==> config.mk <==
export PLATFORM = sky130hd
export DESIGN_NAME = hpq_cell
export DESIGN_NICKNAME = d
export VERILOG_FILES = /design/src/rtl/hpq_pkg.sv /design/src/rtl/hpq_cell.sv
export SDC_FILE = /design/constraint.sdc
export NUM_CORES = 1
export LEC_CHECK = 0
export BUFFER_PORTS_ARGS = -buffer_cell sky130_fd_sc_hd__buf_2
export CAP_MARGIN = 20
export CORE_MARGIN = 2
export CORE_UTILIZATION = 30
export CTS_BUF_LIST = sky130_fd_sc_hd__clkbuf_4
export CTS_CLUSTER_SIZE = 8
export DETAILED_ROUTE_END_ITERATION = 7
export PLACE_DENSITY = 0.64
export SLEW_MARGIN = 20
export SYNTH_ARGS = -nofsm -noshare
export SYNTH_HDL_FRONTEND = slang
export SYNTH_SLANG_ARGS = --single-unit
export TNS_END_PERCENT = 5
==> constraint.sdc <==
create_clock -name clk -period 4.8 [get_ports clk]
set_clock_uncertainty 0.15 [all_clocks]
set_input_delay 0.48 -clock clk [delete_from_list [all_inputs] [get_ports clk]]
set_output_delay 0.48 -clock clk [all_outputs]
set_load 0.1 [all_outputs]
==> src/rtl/hpq_pkg.sv <==
// hpq_pkg: shared types and codes for the max-heap priority queue.
// Used by hpq_cell and max_heap_priority_queue; depends on nothing.
`timescale 1ns / 1ps
`default_nettype none

package hpq_pkg;

	localparam int DATA_W           = 32;
	localparam int DEFAULT_CAPACITY = 64;

	// operation codes on the func port
	localparam logic FUNC_INSERT = 1'b0;
	localparam logic FUNC_DELETE = 1'b1;

	// result status codes
	localparam logic [1:0] STATUS_OK        = 2'd0;
	localparam logic [1:0] STATUS_FULL      = 2'd1;
	localparam logic [1:0] STATUS_NOT_FOUND = 2'd2;

	// broadcast cell operations
	localparam logic [1:0] CELL_HOLD = 2'd0; // keep data, clear search chain
	localparam logic [1:0] CELL_SCAN = 2'd1; // advance search chain
	localparam logic [1:0] CELL_INS  = 2'd2; // open a slot and shift right
	localparam logic [1:0] CELL_DEL  = 2'd3; // close the slot and shift left

	typedef struct packed {
		logic [1:0]               op;
		logic signed [DATA_W-1:0] value;
	} cmd_t;

endpackage

`default_nettype wire

==> src/rtl/hpq_cell.sv <==
// hpq_cell: one slot of the sorted (descending) cell chain.
// Depends on hpq_pkg.
`timescale 1ns / 1ps
`default_nettype none

module hpq_cell (
	input  wire                                  clk,
	input  wire                                  arst_n,
	input  wire hpq_pkg::cmd_t                   cmd,
	input  wire                                  valid,
	input  wire                                  left_keep,
	input  wire signed [hpq_pkg::DATA_W-1:0]     left_data,
	input  wire                                  left_chain,
	input  wire signed [hpq_pkg::DATA_W-1:0]     right_data,
	output logic signed [hpq_pkg::DATA_W-1:0]    data,
	output logic                                 keep,
	output logic                                 chain
);

	logic signed [hpq_pkg::DATA_W-1:0] data_q;
	logic                              chain_q;
	logic                              le;
	logic                              hit;

	// keep: stays put on insert; le: shifts left on delete
	assign keep = valid && (data_q >= cmd.value);
	assign le   = valid && (data_q <= cmd.value);
	assign hit  = valid && (data_q == cmd.value);

	always_ff @(posedge clk) begin
		case (cmd.op)
			hpq_pkg::CELL_INS: begin
				if (!keep) begin
					data_q <= left_keep ? cmd.value : left_data;
				end
			end
			hpq_pkg::CELL_DEL: begin
				if (le) begin
					data_q <= right_data;
				end
			end
			default: begin
				data_q <= data_q;
			end
		endcase
	end

	// match flag ripples one cell per cycle toward the tail
	always_ff @(posedge clk or negedge arst_n) begin
		if (!arst_n) begin
			chain_q <= 1'b0;
		end else if (cmd.op == hpq_pkg::CELL_SCAN) begin
			chain_q <= left_chain | hit;
		end else begin
			chain_q <= 1'b0;
		end
	end

	assign data  = data_q;
	assign chain = chain_q;

endmodule

`default_nettype wire

==> flow_summary.toml, run 1 <==
[run_status]
outcome = "finished clean"

[die]
dieArea_um2 = 9400
ios = 137
die_w_um = 96.9
start_util_pct = 31.2
rows = 33
die_h_um = 96.9
core_area_um2 = 8300

[clock_tree]
cts.clk_slew.worst_paths_ns = 0.10
cts_root_buf = "clkbuf_4"
clk_latency_ns = 0.33
cts.path.max_buffers = 2
cts_sinks = 33
cts_inserted_buffers = 5
post-cts-setup-buffer-count = 0
cts_tree = "built"
h-tree-depth = 2

[setup_path]
reg2reg_depth = 8
cp_max_fo = 3
cp.required_ns = 4.17
critPathKind = "flip-flop to output pin"
worst_setup_path_start_kind = "flip-flop"
r2r_start = "data[13]$_DFFE_PP_"
end_kind = "output pin"
r2r_end = "data[31]$_DFFE_PP_"
r2r_setup_slack_ns = 1.84
critical_path_arrival_ns = 2.51

[timing]
worst-slew-pin-transition_ns = 0.998
relSlewSlack_pct = 33.5
hold_viol = 0
finalCriticalPeriod_ns = 3.14
fin_ws_ns = 1.66
setup_viol = 0
drv_slew = 0
rsz0062_at_grt = "false"
fmax_mhz = 318
timing.setup.tns_ns = 0
period_share_pct = 65.5

[global_route]
met1_usage_pct = 18.7
first_global_vias = 2448
grt_busiest_layer = "met2"
overflow = 0
met3_usage_pct = 2.89
antenna_found_initial = 0
gr-usage-met2_pct = 25.2
track_usage_pct = 14.8
grt_pass1_wl_um = 11400
grt_max_degree = 65

[final_layout]
insertedDiodeCount = 0
drive_above_1_share_pct = 39.0
area_growth_pct = 32.6
final_nets = 537
utilization_pct = 41.4
num-fill-cells = 847

[synthesis]
synth_top_area_cell = "edfxtp_1"
synthAdderAreaFrac_pct = 15.5
synth_seq_cells = 33
yosysWarningCount = 0
synth_edf_count = 32
synth_top_area_share_pct = 37.1
yosysMostFrequentCell = "nand2_1"
synthMuxAreaShare_pct = 12.4
synthTopCellsByCount = "38 x nand2_1, 33 x inv_1, 32 x edfxtp_1, 32 x ha_1, 32 x mux2i_1"
synthSimpleGateAreaFrac_pct = 14.5
synth_cell_type_count = 34
synth_xor_area_share_pct = 0
seq_area_frac_synth_pct = 38.0
synth_area_per_cell_um2 = 9.67
syn-num-nets = 403
synthesis.area_um2 = 2590
ys.flop_type = "edfxtp_1"
synth_top_family_by_area = "adder cells"
synth_compound_area_share_pct = 13.1
synthArstFlopShare_pct = 3.03
synthCells = 268
yosys-top-cells-area = "edfxtp_1 37%, ha_1 15%, mux2i_1 12%"

[worst_hold_path]
hold_depth = 2
min_to = "chain$_DFF_PN0_"
hold_path.class = "input pin to flip-flop"
hp-start = "cmd[33]"

[routing]
wl_per_cell_um = 13.6
vias = 2365
drc = 0
vias_per_cell = 4.66
wirelength_um = 6900
detail_route.first_pass.iterations = 4
drt_iter0_markers = 56
drtAntennaViolNets = 0

[placement]
routabilityCongestion = 0.780
io_buffers = 136
place_ws_ns = 1.58
dp_hpwl_um = 5730

[pwr]
power_density_nw_per_um2 = 252
finalPower_mw = 0.865
vdd_drop_max_uv = 78.7
p_leak_nw = 1.74

[job]
drv_cap = 0
-- cell families after synthesis --
kind of cell | Yosys count
simple gates | 67
compound gates | 60
buf+inv | 44
flops | 33
mux | 32
fa+ha+maj | 32
-- final cells by class --
cell class / instances / area [µm²] / share of cell area [%]
clock inverter: 2 / 10.0 / 0.291
timing repair buffer: 138 / 698 / 20.3
inverter: 33 / 124 / 3.60
sequential: 33 / 986 / 28.7
clock buffer: 6 / 45.0 / 1.31
tap: 105 / 131 / 3.82
multi-input combinational: 191 / 1440 / 42.0
-- layer usage --
metal / up-vias / part of all wire, %
li1: 1229 / -
met1: 1065 / 45
met2: 64 / 48
met3: 7 / 5.0
met4: 0 / 1.5
met5: - / 0
-- how the worst max path moves through the flow --
stage	cells past startpoint	slack [ns]	startpoint	to
after floorplan	6	0.78	data[30]$_DFFE_PP_	keep
after global placement	10	1.68	cmd[7]	data[23]$_DFFE_PP_
after detailed placement	10	1.58	cmd[7]	data[30]$_DFFE_PP_
after CTS	8	1.63	data[30]$_DFFE_PP_	keep
after global routing	8	1.48	data[30]$_DFFE_PP_	keep
final	8	1.66	data[30]$_DFFE_PP_	keep
-- registers in the layout, summed over array words and instances (netlist names) --
name,count
chain,1
data,32
-- power by group --
group / internal (mW) / leakage, nW / switching (mW) / total, mW
sequential: 0.344 / 0.315 / 0.0103 / 0.355
clock: 0.0615 / 0.0354 / 0.0978 / 0.159
combinational: 0.0990 / 1.39 / 0.252 / 0.351
-- stage by stage --
stage / std cells / cell area (µm²) / hold slack (ns)
2_1_floorplan: 268 / 2590 / 0.0344
3_3_place_gp: 499 / 3370 / 0.108
3_5_place_dp: 499 / 3370 / 0.105
4_1_cts: 508 / 3440 / 0.173
5_1_grt: 508 / 3440 / 0.184
6_report: 508 / 3440 / 0.203
-- cells in the final DEF, fill, tap and decap left out, types with 2 or more instances in the layout --
master    instances
o21ai_0          24
nand4_1           2
nand3_1           6
clkinv_2          2
ha_1             32
clkbuf_4          6
o21ai_1          16
a21oi_1          11
mux2i_1          32
edfxtp_1         32
inv_1            33
nor4_4            2
nand4_2           3
nor2_1            4
and4_1            2
nand2_1          38
nor2b_1           2
buf_2           136
-- critical path: stages (launching register included) --
cell and delay (ns):
edfxtp_1 0.42, ha_1 0.31, nand3_1 0.15, nor4_4 0.33
and2_1 0.22, o31ai_2 0.09, nand2_1 0.07, o2bb2ai_1 0.12
buf_2 0.47
-- timing repair --
action / 4_1_cts / 5_1_grt
gates resized for setup: 0 / 0
hold endpoints to repair: 1 / 0
hold buffers: 1 / 0
Power figures use the tool's default switching activity.
==> run 2: changes to the inputs <==
Clock period 4.8 ns to 3.2 ns, I/O delays scaled along.
==> flow_summary.toml, run 2 (synthesis gave the netlist of run 1 again) <==
[run_status]
outcome = "finished clean"

[timing]
relSlewSlack_pct = 33.6
worst-slew-pin-transition_ns = 0.995
timing.setup.tns_ns = 0
fin_ws_ns = 0.201
hold_viol = 0
fin_hold_ws_ns = 0.0975
setup_viol = 0
drv_slew = 0
fmax_mhz = 333
rsz0062_at_grt = "false"
finalCriticalPeriod_ns = 3.00
period_share_pct = 93.7

[setup_path]
reg2reg_depth = 8
critical_path.top_delay_family = "compound AO/OA/AOI/OAI gates"
slowest_stage = "edfxtp_1"
cp_max_fo = 2
cp.required_ns = 2.73
r2r_start = "data[5]$_DFFE_PP_"
r2r_end = "data[26]$_DFFE_PP_"
crit_path_cell_trace = "ha_1, a21oi_1, o21ai_1, a221o_1, o31ai_2, nand2_1, o2bb2ai_2, buf_2"
end_kind = "output pin"
worst-path-buf-inv = 1
r2r_setup_slack_ns = 0.52
max_stage_delay_ns = 0.43
worst_setup_path_start_kind = "flip-flop"
startpoint = "data[5]$_DFFE_PP_"
critPathKind = "flip-flop to output pin"
critical_path_arrival_ns = 2.53

[clock_tree]
post_cts_resized = 0
cts.path.max_buffers = 2
cts_tree = "built"
cts_root_buf = "clkbuf_4"
cts_sinks = 33
post-cts-setup-buffer-count = 0
clk_latency_ns = 0.33
ctsHoldBuffers = 2
cts_inserted_buffers = 5
h-tree-depth = 2
cts.clk_slew.worst_paths_ns = 0.10

[pwr]
finalPower_mw = 1.30
p_int_mw = 0.758
p_switching_mw = 0.537
vdd_drop_max_uv = 171
p_seq_share_pct = 41.1
p_leak_nw = 1.75
p_comb_share_pct = 41.2
power_density_nw_per_um2 = 372
switching_share_pct = 41.5
p_clk_share_pct = 17.7

[final_layout]
final_common_cell = "buf_2"
area_growth_pct = 34.2
largest_reg_flops = 32
final_cell_mix = "136 x buf_2, 38 x nand2_1, 33 x inv_1"
drive_above_1_share_pct = 39.0
num-fill-cells = 837
final_nets = 540
final_cells = 511

[die]
start_util_pct = 31.2
rows = 33
die_h_um = 96.9
ios = 137
die_w_um = 96.9
dieArea_um2 = 9400
core_area_um2 = 8300

[routing]
wirelength_um = 6950
drt_iter0_markers = 97
vias = 2364
detail_route.first_pass.iterations = 6
vias_per_cell = 4.63
wl_per_cell_um = 13.6
drtAntennaViolNets = 0
drc = 0

[global_route]
overflow = 0
grt_pass1_wl_um = 11600
track_usage_pct = 15.2
grt_max_degree = 33
antenna_found_initial = 1
first_global_vias = 2477

[job]
drv_cap = 0

[placement]
io_buffers = 136
dpl.cell_count = 501
place_ws_ns = 0.521
routabilityCongestion = 0.771
dp_hpwl_um = 5730

[worst_hold_path]
hp-start = "cmd[32]"
min_to = "chain$_DFF_PN0_"
hold_depth = 3
hold_path.class = "input pin to flip-flop"
run 2: layout make-up:
class / instances / area [µm²] / area share (%)
Multi-Input combinational cell: 191 / 1450 / 41.7
Timing Repair Buffer: 141 / 736 / 21.2
Clock inverter: 1 / 3.75 / 0.108
Sequential cell: 33 / 986 / 28.4
Inverter: 33 / 124 / 3.56
Tap cell: 105 / 131 / 3.78
Antenna cell: 1 / 2.50 / 0.0720
Clock buffer: 6 / 45.0 / 1.30
run 2: routing by layer:
layer | vias to the layer above | share of wire [%] | track usage (%)
li1 | 1237 | - | -
met1 | 1050 | 45 | 19.1
met2 | 65 | 49 | 25.9
met3 | 12 | 3.6 | 1.88
met4 | 0 | 2.2 | 6.93
met5 | - | 0 | 0
run 2: metrics by stage:
stage / util [%] / area, µm²
global placement: 41.0 / 3410
CTS: 41.9 / 3470
global route: 41.9 / 3480
detailed placement: 41.0 / 3410
floorplan: - / 2600
finish: 41.9 / 3480
run 2: worst min-delay path, cell delays in order:
cell    delay, ns
buf_2        0.12
inv_1        0.06
nor3_1       0.05
run 2: worst max-delay path by stage:
stage / to / cells after the start
after global placement: data[18]$_DFFE_PP_ / 10
after CTS: keep / 7
after global routing: keep / 8
final: keep / 8
after detailed placement: data[17]$_DFFE_PP_ / 10
after floorplan: data[0]$_DFFE_PP_ / 7
run 2: power by group through the flow:
| stage | clock (mW) | combinational, mW | sequential, mW |
|---|---|---|---|
| 6_report | 0.229 | 0.534 | 0.532 |
| 5_1_grt | 0.257 | 0.579 | 0.536 |
| 4_1_cts | 0.244 | 0.539 | 0.533 |
| 3_5_place_dp | 0 | 0.535 | 0.543 |
| 3_3_place_gp | 0 | 0.529 | 0.541 |
| 2_1_floorplan | 0 | 0.181 | 0.746 |
